==> src/rtl/debounced_digit_counter_matrix_core_macros.svh <==
// Assertion macros shared by the digit counter RTL.
`ifndef DEBOUNCED_DIGIT_COUNTER_MATRIX_CORE_MACROS_SVH
`define DEBOUNCED_DIGIT_COUNTER_MATRIX_CORE_MACROS_SVH

// Clocked check, masked while reset is high
`define DDCM_ASSERT(lbl, clk, rst, prop, msg) \
   lbl: assert property (@(posedge clk) disable iff (rst) prop) \
      else $error(msg);

// Clocked check that also holds during reset
`define DDCM_ASSERT_ALWAYS(lbl, clk, prop, msg) \
   lbl: assert property (@(posedge clk) prop) \
      else $error(msg);

`endif

==> src/rtl/ddcm_pkg.sv <==
// Types, constants and the digit font for the debounced digit counter.
package ddcm_pkg;

   localparam int PixelCount = 25;
   localparam int DigitCount = 10;
   localparam int PixIdxW    = 5;
   localparam int DigitW     = 4;
   localparam int ColorW     = 24;
   localparam int TimeW      = 32;
   localparam int LevelW     = 8;
   localparam int CsrIdxW    = 2;
   localparam int QueueDepth = 2;

   localparam logic [TimeW-1:0]  DebounceReset = 32'd300000;
   localparam logic [LevelW-1:0] RedReset      = 8'd50;
   localparam logic [LevelW-1:0] GreenReset    = 8'd0;
   localparam logic [LevelW-1:0] BlueReset     = 8'd0;

   // Input opcodes; the fourth code is ignored like a rejected press
   typedef enum logic [1:0] {
      OP_UP     = 2'd0,
      OP_DOWN   = 2'd1,
      OP_SHOW   = 2'd2,
      OP_IGNORE = 2'd3
   } opcode_type;

   typedef enum logic [CsrIdxW-1:0] {
      CSR_DEBOUNCE = 2'd0,
      CSR_RED      = 2'd1,
      CSR_GREEN    = 2'd2,
      CSR_BLUE     = 2'd3
   } csr_index_type;

   typedef enum logic {
      CMD_PRESS = 1'b0,
      CMD_SHOW  = 1'b1
   } cmd_type;

   typedef enum logic {
      BACK_IDLE = 1'b0,
      BACK_SHOW = 1'b1
   } back_state_type;

   // One classified item in the queue
   typedef struct packed {
      cmd_type           cmd;
      logic [DigitW-1:0] digit;
      logic              accepted;
   } queue_entry_type;

   // Queue status seen by both sides
   typedef struct packed {
      logic full;
      logic empty;
   } queue_status_type;

   // Font row for a digit, pixel 0 at the left of the literal
   function automatic logic [0:PixelCount-1] font_row(input logic [DigitW-1:0] digit);
      logic [0:PixelCount-1] row;
      row = '0;
      unique case (digit)
         4'd0:    row = 25'b11111_10001_10001_10001_11111;
         4'd1:    row = 25'b01110_00100_00100_01100_00100;
         4'd2:    row = 25'b11111_10000_11111_00001_11111;
         4'd3:    row = 25'b11111_00001_11111_00001_11111;
         4'd4:    row = 25'b10000_00001_11111_10001_10001;
         4'd5:    row = 25'b11111_00001_11111_10000_11111;
         4'd6:    row = 25'b11111_10001_11111_10000_11111;
         4'd7:    row = 25'b00001_01000_00100_00010_11111;
         4'd8:    row = 25'b11111_10001_11111_10001_11111;
         4'd9:    row = 25'b11111_00001_11111_10001_11111;
         default: row = '0;
      endcase
      return row;
   endfunction

endpackage

==> src/rtl/debounced_digit_counter_matrix_core.sv <==
// Top level of the debounced digit counter with 5x5 pixel digit output.
//
// Input channel req_*: one item per handshake, opcode up press, down press,
// show, or an ignored code, with a microsecond timestamp. Output channel
// rsp_*: a press (or ignored code) gives one status item with last set;
// a show gives 25 pixel items in chain order, last on pixel 24.
// Configuration: csr_wr_en with csr_index and csr_wdata writes debounce
// time and the red, green and blue levels of lit pixels.
// The first result of an item passes through the command queue and then
// the output register. The back end emits one pixel per cycle from the
// font table while rsp_ready does not stall it. The front end
// takes items while the back end is busy until the command queue is full.
// Reset clears the digit and both press times to zero, empties the queue,
// drops any pending result and loads the default register values.
// A stall on rsp_ready holds the output register; the back end waits, the
// queue fills, and then req_ready falls.
module debounced_digit_counter_matrix_core #(
   parameter int QUEUE_DEPTH = ddcm_pkg::QueueDepth
) (
   input  logic                               clock,
   input  logic                               reset,
   input  logic                               req_valid,
   output logic                               req_ready,
   input  logic [1:0]                         req_opcode,
   input  logic [ddcm_pkg::TimeW-1:0]         req_time_us,
   output logic                               rsp_valid,
   input  logic                               rsp_ready,
   output logic [ddcm_pkg::ColorW-1:0]        rsp_pixel_color,
   output logic [ddcm_pkg::PixIdxW-1:0]       rsp_pixel_index,
   output logic                               rsp_last,
   output logic [ddcm_pkg::DigitW-1:0]        rsp_digit,
   output logic                               rsp_accepted,
   input  logic                               csr_wr_en,
   input  logic [ddcm_pkg::CsrIdxW-1:0]       csr_index,
   input  logic [ddcm_pkg::TimeW-1:0]         csr_wdata
);

   logic [ddcm_pkg::TimeW-1:0]  debounce_ff;
   logic [ddcm_pkg::LevelW-1:0] red_ff, green_ff, blue_ff;
   logic [ddcm_pkg::ColorW-1:0] lit_color;

   ddcm_pkg::queue_status_type queue_status;
   ddcm_pkg::queue_entry_type  push_entry, head_entry;
   logic                       queue_push, queue_pop;

   // Configuration registers
   always_ff @(posedge clock) begin
      if (reset) begin
         debounce_ff <= ddcm_pkg::DebounceReset;
         red_ff      <= ddcm_pkg::RedReset;
         green_ff    <= ddcm_pkg::GreenReset;
         blue_ff     <= ddcm_pkg::BlueReset;
      end else if (csr_wr_en) begin
         unique case (csr_index)
            ddcm_pkg::CSR_DEBOUNCE: debounce_ff <= csr_wdata;
            ddcm_pkg::CSR_RED:      red_ff      <= csr_wdata[ddcm_pkg::LevelW-1:0];
            ddcm_pkg::CSR_GREEN:    green_ff    <= csr_wdata[ddcm_pkg::LevelW-1:0];
            ddcm_pkg::CSR_BLUE:     blue_ff     <= csr_wdata[ddcm_pkg::LevelW-1:0];
            default:                debounce_ff <= debounce_ff;
         endcase
      end
   end

   // GRB order for the pixel chain
   assign lit_color = {green_ff, red_ff, blue_ff};

   ddcm_front u_front (
      .clock        (clock),
      .reset        (reset),
      .req_valid    (req_valid),
      .req_ready    (req_ready),
      .req_opcode   (req_opcode),
      .req_time_us  (req_time_us),
      .debounce_us  (debounce_ff),
      .queue_status (queue_status),
      .queue_push   (queue_push),
      .queue_entry  (push_entry)
   );

   ddcm_queue #(
      .DEPTH (QUEUE_DEPTH)
   ) u_queue (
      .clock      (clock),
      .reset      (reset),
      .push       (queue_push),
      .push_entry (push_entry),
      .pop        (queue_pop),
      .head_entry (head_entry),
      .status     (queue_status)
   );

   ddcm_back u_back (
      .clock           (clock),
      .reset           (reset),
      .queue_status    (queue_status),
      .head_entry      (head_entry),
      .queue_pop       (queue_pop),
      .lit_color       (lit_color),
      .rsp_valid       (rsp_valid),
      .rsp_ready       (rsp_ready),
      .rsp_pixel_color (rsp_pixel_color),
      .rsp_pixel_index (rsp_pixel_index),
      .rsp_last        (rsp_last),
      .rsp_digit       (rsp_digit),
      .rsp_accepted    (rsp_accepted)
   );

endmodule

==> src/rtl/ddcm_front.sv <==
// Front end: takes items, debounces presses, keeps the digit, queues commands.
`include "debounced_digit_counter_matrix_core_macros.svh"

module ddcm_front (
   input  logic                              clock,
   input  logic                              reset,
   input  logic                              req_valid,
   output logic                              req_ready,
   input  logic [1:0]                        req_opcode,
   input  logic [ddcm_pkg::TimeW-1:0]        req_time_us,
   input  logic [ddcm_pkg::TimeW-1:0]        debounce_us,
   input  ddcm_pkg::queue_status_type        queue_status,
   output logic                              queue_push,
   output ddcm_pkg::queue_entry_type         queue_entry
);

   logic [ddcm_pkg::DigitW-1:0] digit_ff, digit_in;
   logic [ddcm_pkg::TimeW-1:0]  up_last_ff, up_last_in;
   logic [ddcm_pkg::TimeW-1:0]  down_last_ff, down_last_in;
   logic [ddcm_pkg::TimeW-1:0]  up_elapsed, down_elapsed;
   logic                        up_open, down_open;
   logic                        accept;
   logic                        press_ok;

   assign req_ready  = !queue_status.full;
   assign accept     = req_valid && req_ready;
   assign queue_push = accept;

   // Wrapping elapsed time per button, strict compare
   assign up_elapsed   = req_time_us - up_last_ff;
   assign down_elapsed = req_time_us - down_last_ff;
   assign up_open      = up_elapsed > debounce_us;
   assign down_open    = down_elapsed > debounce_us;

   // Digit and press-time updates
   always_comb begin
      digit_in     = digit_ff;
      up_last_in   = up_last_ff;
      down_last_in = down_last_ff;
      press_ok     = 1'b0;
      if (accept) begin
         if (req_opcode == ddcm_pkg::OP_UP && up_open) begin
            press_ok   = 1'b1;
            up_last_in = req_time_us;
            digit_in   = (digit_ff == ddcm_pkg::DigitW'(ddcm_pkg::DigitCount - 1))
                         ? '0 : digit_ff + 1'b1;
         end else if (req_opcode == ddcm_pkg::OP_DOWN && down_open) begin
            press_ok     = 1'b1;
            down_last_in = req_time_us;
            digit_in     = (digit_ff == '0)
                           ? ddcm_pkg::DigitW'(ddcm_pkg::DigitCount - 1) : digit_ff - 1'b1;
         end
      end
   end

   // Command handed to the back end
   always_comb begin
      queue_entry.cmd      = (req_opcode == ddcm_pkg::OP_SHOW) ? ddcm_pkg::CMD_SHOW
                                                               : ddcm_pkg::CMD_PRESS;
      queue_entry.digit    = digit_in;
      queue_entry.accepted = press_ok;
   end

   always_ff @(posedge clock) begin
      if (reset) begin
         digit_ff     <= '0;
         up_last_ff   <= '0;
         down_last_ff <= '0;
      end else begin
         digit_ff     <= digit_in;
         up_last_ff   <= up_last_in;
         down_last_ff <= down_last_in;
      end
   end

   `DDCM_ASSERT(a_digit_range, clock, reset,
      digit_ff <= ddcm_pkg::DigitW'(ddcm_pkg::DigitCount - 1), "digit out of range")

endmodule

==> src/rtl/ddcm_queue.sv <==
// Small command queue between the front and back ends.
`include "debounced_digit_counter_matrix_core_macros.svh"

module ddcm_queue #(
   parameter int DEPTH = ddcm_pkg::QueueDepth   // two or more
) (
   input  logic                       clock,
   input  logic                       reset,
   input  logic                       push,
   input  ddcm_pkg::queue_entry_type  push_entry,
   input  logic                       pop,
   output ddcm_pkg::queue_entry_type  head_entry,
   output ddcm_pkg::queue_status_type status
);

   localparam int PtrW = $clog2(DEPTH);
   localparam int CntW = $clog2(DEPTH + 1);

   ddcm_pkg::queue_entry_type slot_ff [DEPTH];
   logic [PtrW-1:0] wr_ptr_ff, wr_ptr_in;
   logic [PtrW-1:0] rd_ptr_ff, rd_ptr_in;
   logic [CntW-1:0] count_ff, count_in;

   assign status.full  = (count_ff == CntW'(DEPTH));
   assign status.empty = (count_ff == '0);
   assign head_entry   = slot_ff[rd_ptr_ff];

   // Pointer and fill count updates
   always_comb begin
      wr_ptr_in = wr_ptr_ff;
      rd_ptr_in = rd_ptr_ff;
      count_in  = count_ff;
      if (push) begin
         wr_ptr_in = (wr_ptr_ff == PtrW'(DEPTH - 1)) ? '0 : wr_ptr_ff + 1'b1;
      end
      if (pop) begin
         rd_ptr_in = (rd_ptr_ff == PtrW'(DEPTH - 1)) ? '0 : rd_ptr_ff + 1'b1;
      end
      if (push && !pop) begin
         count_in = count_ff + 1'b1;
      end else if (pop && !push) begin
         count_in = count_ff - 1'b1;
      end
   end

   always_ff @(posedge clock) begin
      if (reset) begin
         wr_ptr_ff <= '0;
         rd_ptr_ff <= '0;
         count_ff  <= '0;
      end else begin
         wr_ptr_ff <= wr_ptr_in;
         rd_ptr_ff <= rd_ptr_in;
         count_ff  <= count_in;
      end
   end

   // Entry storage, no reset
   always_ff @(posedge clock) begin
      if (push) begin
         slot_ff[wr_ptr_ff] <= push_entry;
      end
   end

   `DDCM_ASSERT(a_no_overflow, clock, reset, push |-> !status.full, "push into full queue")
   `DDCM_ASSERT(a_no_underflow, clock, reset, pop |-> !status.empty, "pop from empty queue")
   `DDCM_ASSERT(a_count_bound, clock, reset, count_ff <= CntW'(DEPTH), "fill count too high")

endmodule

==> src/rtl/ddcm_back.sv <==
// Back end: turns queued commands into status or pixel items on the output.
`include "debounced_digit_counter_matrix_core_macros.svh"

module ddcm_back (
   input  logic                               clock,
   input  logic                               reset,
   input  ddcm_pkg::queue_status_type         queue_status,
   input  ddcm_pkg::queue_entry_type          head_entry,
   output logic                               queue_pop,
   input  logic [ddcm_pkg::ColorW-1:0]        lit_color,
   output logic                               rsp_valid,
   input  logic                               rsp_ready,
   output logic [ddcm_pkg::ColorW-1:0]        rsp_pixel_color,
   output logic [ddcm_pkg::PixIdxW-1:0]       rsp_pixel_index,
   output logic                               rsp_last,
   output logic [ddcm_pkg::DigitW-1:0]        rsp_digit,
   output logic                               rsp_accepted
);

   localparam logic [ddcm_pkg::PixIdxW-1:0] LastPix =
      ddcm_pkg::PixIdxW'(ddcm_pkg::PixelCount - 1);

   ddcm_pkg::back_state_type state_ff, state_in;
   logic [ddcm_pkg::PixIdxW-1:0] pix_ff, pix_in;
   logic [ddcm_pkg::DigitW-1:0]  show_digit_ff, show_digit_in;

   logic                         rsp_valid_ff, rsp_valid_in;
   logic [ddcm_pkg::ColorW-1:0]  color_ff, color_in;
   logic [ddcm_pkg::PixIdxW-1:0] index_ff, index_in;
   logic                         last_ff, last_in;
   logic [ddcm_pkg::DigitW-1:0]  digit_ff, digit_in;
   logic                         acc_ff, acc_in;

   logic                         slot_free;
   logic                         load;
   logic [0:ddcm_pkg::PixelCount-1] show_row, head_row;

   assign slot_free = !rsp_valid_ff || rsp_ready;
   assign show_row  = ddcm_pkg::font_row(show_digit_ff);
   assign head_row  = ddcm_pkg::font_row(head_entry.digit);

   // Next state
   always_comb begin
      state_in = state_ff;
      unique case (state_ff)
         ddcm_pkg::BACK_IDLE: begin
            if (!queue_status.empty && slot_free && head_entry.cmd == ddcm_pkg::CMD_SHOW) begin
               state_in = ddcm_pkg::BACK_SHOW;
            end
         end
         ddcm_pkg::BACK_SHOW: begin
            if (slot_free && pix_ff == LastPix) begin
               state_in = ddcm_pkg::BACK_IDLE;
            end
         end
         default: state_in = ddcm_pkg::BACK_IDLE;
      endcase
   end

   // Pop, output load and pixel count
   always_comb begin
      queue_pop     = 1'b0;
      load          = 1'b0;
      pix_in        = pix_ff;
      show_digit_in = show_digit_ff;
      color_in      = color_ff;
      index_in      = index_ff;
      last_in       = last_ff;
      digit_in      = digit_ff;
      acc_in        = acc_ff;
      unique case (state_ff)
         ddcm_pkg::BACK_IDLE: begin
            if (!queue_status.empty && slot_free) begin
               queue_pop = 1'b1;
               load      = 1'b1;
               digit_in  = head_entry.digit;
               index_in  = '0;
               if (head_entry.cmd == ddcm_pkg::CMD_SHOW) begin
                  // first pixel goes out straight away
                  color_in      = head_row[0] ? lit_color : '0;
                  last_in       = 1'b0;
                  acc_in        = 1'b0;
                  pix_in        = ddcm_pkg::PixIdxW'(1);
                  show_digit_in = head_entry.digit;
               end else begin
                  color_in = '0;
                  last_in  = 1'b1;
                  acc_in   = head_entry.accepted;
               end
            end
         end
         ddcm_pkg::BACK_SHOW: begin
            if (slot_free) begin
               load     = 1'b1;
               color_in = show_row[pix_ff] ? lit_color : '0;
               index_in = pix_ff;
               last_in  = (pix_ff == LastPix);
               digit_in = show_digit_ff;
               acc_in   = 1'b0;
               pix_in   = pix_ff + 1'b1;
            end
         end
         default: begin
            load = 1'b0;
         end
      endcase
   end

   // Output register valid
   always_comb begin
      if (load) begin
         rsp_valid_in = 1'b1;
      end else if (rsp_ready) begin
         rsp_valid_in = 1'b0;
      end else begin
         rsp_valid_in = rsp_valid_ff;
      end
   end

   always_ff @(posedge clock) begin
      if (reset) begin
         state_ff     <= ddcm_pkg::BACK_IDLE;
         rsp_valid_ff <= 1'b0;
      end else begin
         state_ff     <= state_in;
         rsp_valid_ff <= rsp_valid_in;
      end
   end

   // Payload and counters, no reset
   always_ff @(posedge clock) begin
      pix_ff        <= pix_in;
      show_digit_ff <= show_digit_in;
      color_ff      <= color_in;
      index_ff      <= index_in;
      last_ff       <= last_in;
      digit_ff      <= digit_in;
      acc_ff        <= acc_in;
   end

   assign rsp_valid       = rsp_valid_ff;
   assign rsp_pixel_color = color_ff;
   assign rsp_pixel_index = index_ff;
   assign rsp_last        = last_ff;
   assign rsp_digit       = digit_ff;
   assign rsp_accepted    = acc_ff;

   `DDCM_ASSERT(a_no_pop_mid_show, clock, reset,
      state_ff == ddcm_pkg::BACK_SHOW |-> !queue_pop, "queue popped during a show run")
   `DDCM_ASSERT(a_show_ends, clock, reset,
      (state_ff == ddcm_pkg::BACK_SHOW && load && pix_ff == LastPix)
      |=> (state_ff == ddcm_pkg::BACK_IDLE && rsp_last), "show run did not end on last pixel")

endmodule
==> config.mk <==
export PLATFORM = sky130hd
export DESIGN_NAME = debounced_digit_counter_matrix_core
export DESIGN_NICKNAME = d
export VERILOG_FILES = /design/src/rtl/ddcm_pkg.sv /design/src/rtl/debounced_digit_counter_matrix_core.sv /design/src/rtl/ddcm_front.sv /design/src/rtl/ddcm_queue.sv /design/src/rtl/ddcm_back.sv
export VERILOG_INCLUDE_DIRS = /design/src /design/src/rtl
export SDC_FILE = /design/constraint.sdc
export NUM_CORES = 1
export LEC_CHECK = 0
export CORE_ASPECT_RATIO = 0.8
export CORE_MARGIN = 1.5
export CORE_UTILIZATION = 35
export DETAILED_ROUTE_END_ITERATION = 16
export DONT_BUFFER_PORTS = 1
export MAX_ROUTING_LAYER = met4
export PLACE_DENSITY = 0.57
export SYNTH_ARGS = -nofsm -noshare
export SYNTH_HDL_FRONTEND = slang
export SYNTH_SLANG_ARGS = --single-unit
==> constraint.sdc <==
create_clock -name clock -period 6.3 [get_ports clock]
set_clock_uncertainty 0.2 [all_clocks]
set_input_delay 0.63 -clock clock [delete_from_list [all_inputs] [get_ports clock]]
set_output_delay 0.63 -clock clock [all_outputs]
set_load 0.02 [all_outputs]
==> reports/qor.txt, run 1 <==
max_slew headroom: 31.06%
pwr dens: 330.2 nW/um2
Async SR Flop Fraction: 0%
drt total wl: 31.43 mm
Crit Path Max Fanout: 6
Worst-Margin Slew: 1.032 ns
HP Class: in2reg
Final nets: 1630
Synth top area share: 22.90%
Post-CTS Setup Inserts: 0
max cap viols: 0
fin crit share: 85.58%
global-route wire length before repair: 50.29 mm
Worst Setup End Kind: flip-flop
Syn-to-layout area delta: 9.095%
Reg clk slew, reported paths: 0.08 ns
register area share after synthesis: 36.26%
TritonCTS Buffers: 17
Yosys warning count: 0
vias in the first global route: 9407
Sum Neg Setup Slack: 0 ns
area of the die: 37120 um2
DRC Markers: 0
final setup violation count: 0
IO Count: 110
outcome: finished, final reports clean
synth unique cells: 68
LEAKAGE: 5.538 nW
Tot GR Track Use: 17.69%
Synth area leader: dfxtp_1
fill cell count: 3610
Post-DP Area: 13070 um2
Cells after Synth: 1444
drt pass-1 iters: 6
clk buf depth: 2
TritonCTS Sinks: 200
Initial Util: 35.86%
Starting DRT DRC Count: 677
largest net degree at the start of global routing: 132
IO buf count: 0
synthesized area: 12590 um2
Max Fclk: 185.5 MHz
largest vdd supply drop: 0.0002229 V
Slew Limit Fails: 0
Overflow after GRT: 0
crit path DAT: 5.39 ns
post-CTS sizing: 0
CTS root buffer: clkbuf_16
top_reg_cell synth: dfxtp_1
Power Total: 4.535 mW
layout cells sized above 1: 5.160%
Avg Vias per Cell: 5.163
hold-fix buffers at CTS: 0
Chip Width: 215.0 um
Startpoint Class: flip-flop
Crit Path Class: reg2reg
net count after synthesis: 1653
H-tree Lvls: 4
DRT antenna net count: 0
clk_lat worst skew: 0.46 ns
initial antenna violation count: 1
Syn Area/Cell: 8.718 um2
hpwl dp: 24.08 mm
leading post-synthesis cells by cell area: dfxtp_1, edfxtp_1, ha_1
Fin. Hold Viols: 0
Core Area: 35110 um2
worst path required time: 6.30 ns
register bit total from synthesis: 200
tightest hold margin: 0.03905 ns
row count: 61
vias post-DR: 9845
final instance area: 13730 um2
Die H: 172.6 um
gp weighted congestion: 0.8800
RSZ-0062 raised after global routing: no
minimum clock period: 5.391 ns
TritonCTS clock tree: yes
number of synthesized flops with an enable pin: 56
Avg WL per Cell: 16.48 um
-- state kept, by name, summed over array words and instances, names as in the netlist, 2 cells and up, named ones only --
signal and flops:
blue_ff 8, debounce_ff 32, green_ff 8, red_ff 8, u_back.pix_ff 5, u_back.rsp_digit 4, u_back.rsp_pixel_color 24, u_back.rsp_pixel_index 5
u_back.show_digit_ff 4, u_back.show_row 13, u_front.digit_ff 4, u_front.down_last_ff 32, u_front.up_last_ff 32, u_queue.count_ff 2, u_queue.slot_ff 12
-- synthesized netlist by cell type (all sizes together) (6+ instances only) --
library cell  count
a211o            14
a211oi            8
a21o             51
a21oi           148
a31oi            10
and2             12
and3              6
buf               7
clkbuf           43
dfxtp           144
edfxtp           56
ha              134
inv             131
mux2              9
mux2i            67
nand2           153
nand2b           13
nand3            17
nand4            23
nor2            129
nor2b            38
nor3             16
o211ai            9
o21a             14
o21ai            49
o21bai           13
or3              10
xnor2            46
xor2             20
-- routing by layer --
layer	GRT usage, %	routed length (um)	vias up
met5	-	0	-
met4	6.002	707	0
met3	4.046	1721	40
met2	25.90	13510	213
met1	23.90	15490	4604
li1	-	-	4988
-- per-stage QoR --
step,utilization (%),instances,worst slack (ns)
after global routing,39.12,1907,0.3807
final,39.12,1907,0.9086
after floorplan,-,1444,0.9518
after global placement,37.23,1874,0.6440
after CTS,39.11,1906,0.9278
after detailed placement,37.23,1874,0.5406
-- worst paths after layout --
path                                         start                                     to  slack (ns)  depth (start not counted)
min                                          reset  u_front.down_last_ff[17]$_SDFFE_PP0P_        0.04                          1
max reg2reg     u_front.up_last_ff[0]$_SDFFE_PP0P_        u_queue.slot_ff[1][2]$_DFFE_PP_        0.91                         21
max             u_front.up_last_ff[0]$_SDFFE_PP0P_        u_queue.slot_ff[1][2]$_DFFE_PP_        0.91                         21
min reg2reg  u_front.down_last_ff[22]$_SDFFE_PP0P_  u_front.down_last_ff[22]$_SDFFE_PP0P_        0.25                          2
-- critical path, cell delays in order (launching register included) --
cell	delay, ns
dfxtp_1	0.32
ha_1	0.19
inv_1	0.07
fa_1	0.21
a21oi_1	0.10
o2bb2ai_1	0.36
a31oi_1	0.22
a31oi_1	0.39
a31oi_1	0.20
a31oi_1	0.22
a41oi_1	0.19
a211o_1	0.31
xnor2_1	0.15
ha_1	0.31
nand4_1	0.15
nor4_1	0.35
a21oi_2	0.16
nand2_1	0.18
a2bb2oi_4	0.24
a21oi_1	0.07
a221oi_1	0.43
a211oi_1	0.12
-- layout make-up --
type	count	area [um2]	share of cell area, %
inverter	131	491.7	3.581
timing repair buffer	8	60.06	0.4373
multi-input combinational	1063	7366	53.64
sequential	200	4564	33.24
clock buffer	17	425.4	3.098
tap	472	590.6	4.300
clock inverter	15	232.7	1.695
antenna	1	2.502	0.01822
-- power breakdown --
| part | total [mW] | internal [mW] | switching [mW] | leakage, nW |
|---|---|---|---|---|
| clock network | 1.22 | 0.650 | 0.571 | 0.316 |
| registers | 1.94 | 1.65 | 0.293 | 1.72 |
| logic | 1.37 | 0.553 | 0.820 | 3.50 |
| total | 4.53 | 2.85 | 1.68 | 5.54 |
-- kinds of logic after synthesis --
group	share of synthesized area, %
and+or+nand+nor	15.86
AOI/OAI and AO/OA	17.87
DFF	36.26
buffers and inverters	5.467
adders and majority gates	13.64
muxes	6.311
xor gates and xnor gates	4.592
-- cell usage in the layout (no fill, tap or decap), types with 46 or more instances in the layout --
cell type / count
xnor2_1: 46
mux2i_1: 67
nor2_1: 127
a21oi_1: 146
edfxtp_1: 56
nand2_1: 153
dfxtp_1: 144
inv_1: 131
ha_1: 134
a21o_1: 50
(Power assumes the default switching activity.)
==> inputs of run 2 (changes only) <==
==> constraint.sdc (replaced) <==
create_clock -name clock -period 6.3 [get_ports clock]
set_clock_uncertainty 0.2 [all_clocks]
set_input_delay 1.26 -clock clock [delete_from_list [all_inputs] [get_ports clock]]
set_output_delay 1.26 -clock clock [all_outputs]
set_load 0.02 [all_outputs]
==> run 2 against run 1 <==
Effect of this change: sequential power about the same; global-route usage shrank 0.31 points; critical path type is now in2reg; combinational power about the same.
==> reports/qor.txt, run 2 (synthesis results as in run 1) <==
Crit Path Max Fanout: 5 (-1)
Reg clk slew, reported paths: 0.08 ns (about the same)
Cell Chain, Critical Path: inv_1 -> ha_1 -> inv_1 -> fa_1 -> a21oi_1 -> o2bb2ai_1 -> a31oi_1 -> a31oi_1 -> a31oi_1 -> a31oi_1 -> a41oi_1 -> a211o_1 -> xnor2_1 -> ha_1 -> nand4_1 -> or4_1 -> o211ai_1 -> a2bb2oi_4 -> a21oi_1 -> a221oi_1 -> buf_4 -> a2111oi_2
commonest non-fill, non-tap cell in the layout: nand2_1
post-CTS sizing: 0 (unchanged)
antenna fix cells: 0 (-1)
Worst-Margin Slew: 1.009 ns (-0.02314 ns)
Max Fclk: 173.1 MHz (-6.7%)
gp weighted congestion: 0.8781 (-0.22%)
worst slack, placed: 0.05424 ns (-0.4864 ns)
max cap viols: 0 (unchanged)
Slew Limit Fails: 0 (unchanged)
family with the most delay on the worst path: compound AO/OA/AOI/OAI gates
clk_lat worst skew: 0.47 ns (about the same)
most frequent cells in the layout: nand2_1, a21oi_1, dfxtp_1
worst setup margin: 0.5239 ns (-0.3847 ns)
Final nets: 1640 (+0.61%)
outcome: finished, final reports clean
Initial Util: 35.86% (unchanged)
Crit Path Class: in2reg
Post-Layout Cell Count: 1916 (+0.47%)
Power Total: 4.477 mW (-1.3%)
Critical path buffers and inverters: 3 (+2)
max_slew headroom: 32.61% (+1.5 points)
clk buf depth: 2 (unchanged)
largest vdd supply drop: 0.0002622 V (+18%)
initial antenna violation count: 0 (-1)
Startpoint Class: input port
global-route wire length before repair: 49.71 mm (-1.1%)
Sum Neg Setup Slack: 0 ns (unchanged)
Chip Width: 215.0 um (unchanged)
Slowest-stage cell, CP: or4_1
CTS root buffer: clkbuf_16
H-tree Lvls: 4 (unchanged)
Avg Vias per Cell: 5.140 (-0.43%)
largest net degree at the start of global routing: 132 (unchanged)
final instance area: 13770 um2 (+0.25%)
vias in the first global route: 9343 (-0.68%)
final setup violation count: 0 (unchanged)
tightest hold margin: 0.2535 ns (+0.2145 ns)
Tot GR Track Use: 17.37% (-0.31 points)
Starting DRT DRC Count: 631 (-6.8%)
crit-path most repeated cell: a31oi_1
placed cell count: 1884 (+0.53%)
Core Util, Final: 39.22% (+0.10 points)
Core Area: 35110 um2 (unchanged)
Post-CTS Setup Inserts: 0 (unchanged)
TritonCTS clock tree: yes
RSZ-0062 raised after global routing: no
Max stage delay on crit path: 0.52 ns (+0.09 ns)
Post-DP Area: 13160 um2 (+0.67%)
vias post-DR: 9849 (+0.041%)
TritonCTS Buffers: 17 (unchanged)
Worst Setup End Kind: flip-flop
layout cells sized above 1: 5.748% (+0.59 points)
drt total wl: 31.40 mm (about the same)
DRT antenna net count: 0 (unchanged)
Fin. Hold Viols: 0 (unchanged)
area of the die: 37120 um2 (unchanged)
Die H: 172.6 um (unchanged)
drt pass-1 iters: 5 (-1)
fin crit share: 91.68% (+6.1 points)
TritonCTS Sinks: 200 (unchanged)
fill cell count: 3540 (-1.9%)
Regs by FF count: debounce_ff x32, u_front.down_last_ff x32, u_front.up_last_ff x32
Syn-to-layout area delta: 9.373%
Multi-input gate area: 7366 um2 (unchanged)
crit path DAT: 5.94 ns (+0.55 ns)
row count: 61 (unchanged)
Avg WL per Cell: 16.39 um (-0.56%)
pwr dens: 325.2 nW/um2 (-1.5%)
worst path required time: 6.47 ns (+0.17 ns)
IO Count: 110 (unchanged)
hpwl dp: 24.10 mm (about the same)
Overflow after GRT: 0 (unchanged)
IO buf count: 0 (unchanged)
hold-fix buffers at CTS: 0 (unchanged)
LEAKAGE: 5.568 nW (+0.55%)
DRC Markers: 0 (unchanged)
Reg area: 4564 um2 (unchanged)
HP Class: reg2reg
minimum clock period: 5.776 ns (+0.3847 ns)
run 2: final timing paths:
kind                                           end  cells past startpoint                             startpoint  slack (ns)
max reg2reg         u_front.digit_ff[1]$_SDFF_PP0_                     21     u_front.up_last_ff[0]$_SDFFE_PP0P_        1.06
min reg2reg  u_front.down_last_ff[12]$_SDFFE_PP0P_                      2  u_front.down_last_ff[12]$_SDFFE_PP0P_        0.25
min          u_front.down_last_ff[12]$_SDFFE_PP0P_                      2  u_front.down_last_ff[12]$_SDFFE_PP0P_        0.25
max                 u_front.digit_ff[1]$_SDFF_PP0_                     22                         req_time_us[0]        0.52
run 2: layer usage:
layer	track usage, %	part of all wire [%]	up-vias
li1	-	-	5011
met1	23.63	50	4628
met2	25.88	44	173
met3	3.377	3.9	37
met4	5.507	1.9	0
met5	-	0	-
run 2: cell type report:
cell class              count  share of cell area, %
clock buffers              17                  3.090
clock inverters            15                  1.327
inverters                 131                  3.571
multi-input cells        1063                  53.50
flip-flops and latches    200                  33.15
well taps                 472                  4.289
repair buffers             18                  1.072
run 2: worst register-to-register path, stage by stage, from the launching register on:
cell	delay, ns
dfxtp_1	0.32
ha_1	0.19
inv_1	0.07
fa_1	0.20
a21oi_1	0.10
o2bb2ai_1	0.39
a31oi_1	0.23
a31oi_1	0.34
a31oi_1	0.18
a31oi_1	0.22
a41oi_1	0.19
a211o_1	0.31
xnor2_1	0.15
ha_1	0.30
nand4_1	0.18
or4_1	0.52
o211ai_1	0.20
a2bb2oi_4	0.12
a21oi_1	0.14
a221oi_1	0.11
buf_4	0.16
a2111oi_2	0.33
run 2: where the power goes:
| part | total, mW | internal [mW] | leakage, nW | switching [mW] |
|---|---|---|---|---|
| registers | 1.94 | 1.65 | 1.72 | 0.293 |
| logic | 1.38 | 0.565 | 3.55 | 0.818 |
| clock network | 1.15 | 0.572 | 0.295 | 0.581 |
| total | 4.48 | 2.78 | 5.57 | 1.69 |
==> inputs of run 3 (changes only) <==
RECOVER_POWER = 100   (was unset)
==> run 3 against run 2 <==
Effect of this change: the flow now finishes with violations (max-capacitance violations, max-slew violations); critical endpoint is now u_front.up_last_ff[9]$_SDFFE_PP0P_; highest routed layer unchanged; critical path depth is 1 lower; via count hardly changed; critical path type unchanged; worst setup slack worse by 0.092 ns.
==> reports/qor.txt, run 3 (synthesis results as in run 1) <==
minimum clock period: 5.868 ns (+0.09154 ns)
Initial Util: 35.86% (unchanged)
Final nets: 1640 (unchanged)
Overflow after GRT: 0 (unchanged)
internal power: 2.778 mW (-0.24%)
HP Class: reg2reg
area of the die: 37120 um2 (unchanged)
Critical path buffers and inverters: 3 (unchanged)
failing checks: max-capacitance violations, max-slew violations
final setup violation count: 0 (unchanged)
Regs by FF count: debounce_ff x32, u_front.down_last_ff x32, u_front.up_last_ff x32
pwr dens: 325.6 nW/um2 (+0.13%)
LEAKAGE: 5.537 nW (-0.56%)
largest net degree at the start of global routing: 132 (unchanged)
DRT antenna net count: 0 (unchanged)
Max stage delay on crit path: 0.52 ns (about the same)
vias in the first global route: 9343 (unchanged)
Cell Chain, Critical Path: inv_1 -> ha_1 -> inv_1 -> fa_1 -> a21oi_1 -> o2bb2ai_1 -> a31oi_1 -> a31oi_1 -> a31oi_1 -> a31oi_1 -> a41oi_1 -> a211o_1 -> xnor2_1 -> ha_1 -> nand4_1 -> or4_1 -> o211ai_1 -> o2bb2ai_1 -> clkbuf_2 -> mux2i_1 -> nor2_1
most frequent cells in the layout: nand2_1, a21oi_1, dfxtp_1
clock network fraction of design power: 25.8% (about the same)
hpwl dp: 24.10 mm (unchanged)
CTS root buffer: clkbuf_16
Avg Vias per Cell: 5.137 (about the same)
max_slew headroom: -95.92% (-130 points)
outcome: complete, but fails checks
Chip Width: 215.0 um (unchanged)
Slew Limit Fails: 78 (+78)
row count: 61 (unchanged)
TritonCTS Sinks: 200 (unchanged)
RSZ-0062 raised after global routing: no
commonest non-fill, non-tap cell in the layout: nand2_1
TritonCTS clock tree: yes
Post-CTS Setup Inserts: 0 (unchanged)
Starting DRT DRC Count: 656 (+4.0%)
Fin. Hold Viols: 0 (unchanged)
IO Count: 110 (unchanged)
IO buf count: 0 (unchanged)
Core Area: 35110 um2 (unchanged)
post-CTS sizing: 0 (unchanged)
clk_lat worst skew: 0.47 ns (about the same)
Syn-to-layout area delta: 8.995%
DRC Markers: 0 (unchanged)
TritonCTS Buffers: 17 (unchanged)
layout cells sized above 1: 4.709% (-1.0 points)
Worst-Margin Slew: 2.928 ns (+1.919 ns)
Crit Path Class: in2reg
Worst Setup End Kind: flip-flop
Crit Path Max Fanout: 10 (+5)
initial antenna violation count: 0 (unchanged)
Switching Share: 37.82% (about the same)
Post-Layout Cell Count: 1916 (unchanged)
fill cell count: 3549 (+0.25%)
drt total wl: 31.46 mm (+0.17%)
crit path DAT: 6.03 ns (+0.09 ns)
Max Fclk: 170.4 MHz (-1.6%)
placed cell count: 1884 (unchanged)
drt pass-1 iters: 5 (unchanged)
antenna fix cells: 0 (unchanged)
clk buf depth: 2 (unchanged)
Post-DP Area: 13160 um2 (unchanged)
family with the most delay on the worst path: compound AO/OA/AOI/OAI gates
Startpoint Class: input port
worst path required time: 6.46 ns (about the same)
Reg clk slew, reported paths: 0.08 ns (about the same)
sequential power share: 43.6% (+0.3 points)
Slowest-stage cell, CP: or4_1
hold-fix buffers at CTS: 0 (unchanged)
vias post-DR: 9842 (-0.071%)
largest vdd supply drop: 0.0002543 V (-3.0%)
Sum Neg Setup Slack: 0 ns (unchanged)
Avg WL per Cell: 16.42 um (+0.17%)
Die H: 172.6 um (unchanged)
gp weighted congestion: 0.8781 (unchanged)
fin crit share: 93.14% (+1.5 points)
max cap viols: 2 (+2)
Comb pwr share: 30.6% (-0.3 points)
Switch Pwr: 1.689 mW (-0.17%)
crit-path most repeated cell: a31oi_1
Tot GR Track Use: 17.37% (unchanged)
global-route wire length before repair: 49.71 mm (unchanged)
H-tree Lvls: 4 (unchanged)
final instance area: 13720 um2 (-0.34%)
run 3: worst paths after layout:
kind,cells after the start,from,slack (ns),endpoint
worst max-delay path,21,req_time_us[0],0.43,u_front.up_last_ff[9]$_SDFFE_PP0P_
worst min-delay path,2,u_front.down_last_ff[13]$_SDFFE_PP0P_,0.25,u_front.down_last_ff[13]$_SDFFE_PP0P_
worst max register to register,20,u_front.up_last_ff[0]$_SDFFE_PP0P_,0.97,u_front.up_last_ff[9]$_SDFFE_PP0P_
worst min register to register,2,u_front.down_last_ff[13]$_SDFFE_PP0P_,0.25,u_front.down_last_ff[13]$_SDFFE_PP0P_
run 3: worst min-delay path, cell delays in order (launching register included):
cell and delay (ns):
dfxtp_1 0.31, nand2_1 0.05, a21oi_1 0.05
run 3: power by group through the flow:
stage	Sequential [mW]	Combinational, mW	Clock [mW]
floorplan	1.89	1.10	0
global placement	1.97	1.35	0
detailed placement	1.97	1.38	0
CTS	1.94	1.39	1.19
global route	1.98	1.53	1.24
finish	1.95	1.37	1.15
run 3: final cells by class:
cell class / instances / area, um2 / share of cell area [%]
clock buffers: 17 / 425.4 / 3.100
inverters: 131 / 491.7 / 3.584
repair buffers: 18 / 121.4 / 0.8845
clock inverters: 15 / 182.7 / 1.331
multi-input cells: 1063 / 7345 / 53.53
flip-flops and latches: 200 / 4564 / 33.27
well taps: 472 / 590.6 / 4.304
run 3: through the flow:
stage	setup slack, ns	power [mW]	hold slack [ns]	util [%]
6_report	0.4324	4.467	0.2514	39.08
5_1_grt	0.09044	4.745	0.2643	39.08
4_1_cts	0.5709	4.527	0.2526	39.22
3_5_place_dp	0.05424	3.356	0.2415	37.48
3_3_place_gp	0.1835	3.315	0.2356	37.48
2_1_floorplan	0.3218	2.997	0.2273	-
run 3: per-layer routing:
layer,vias up,global-route usage [%],wire (um)
met5,-,-,0
met4,0,5.507,648
met3,37,3.377,1289
met2,189,25.88,13650
met1,4605,23.63,15860
li1,5011,-,-
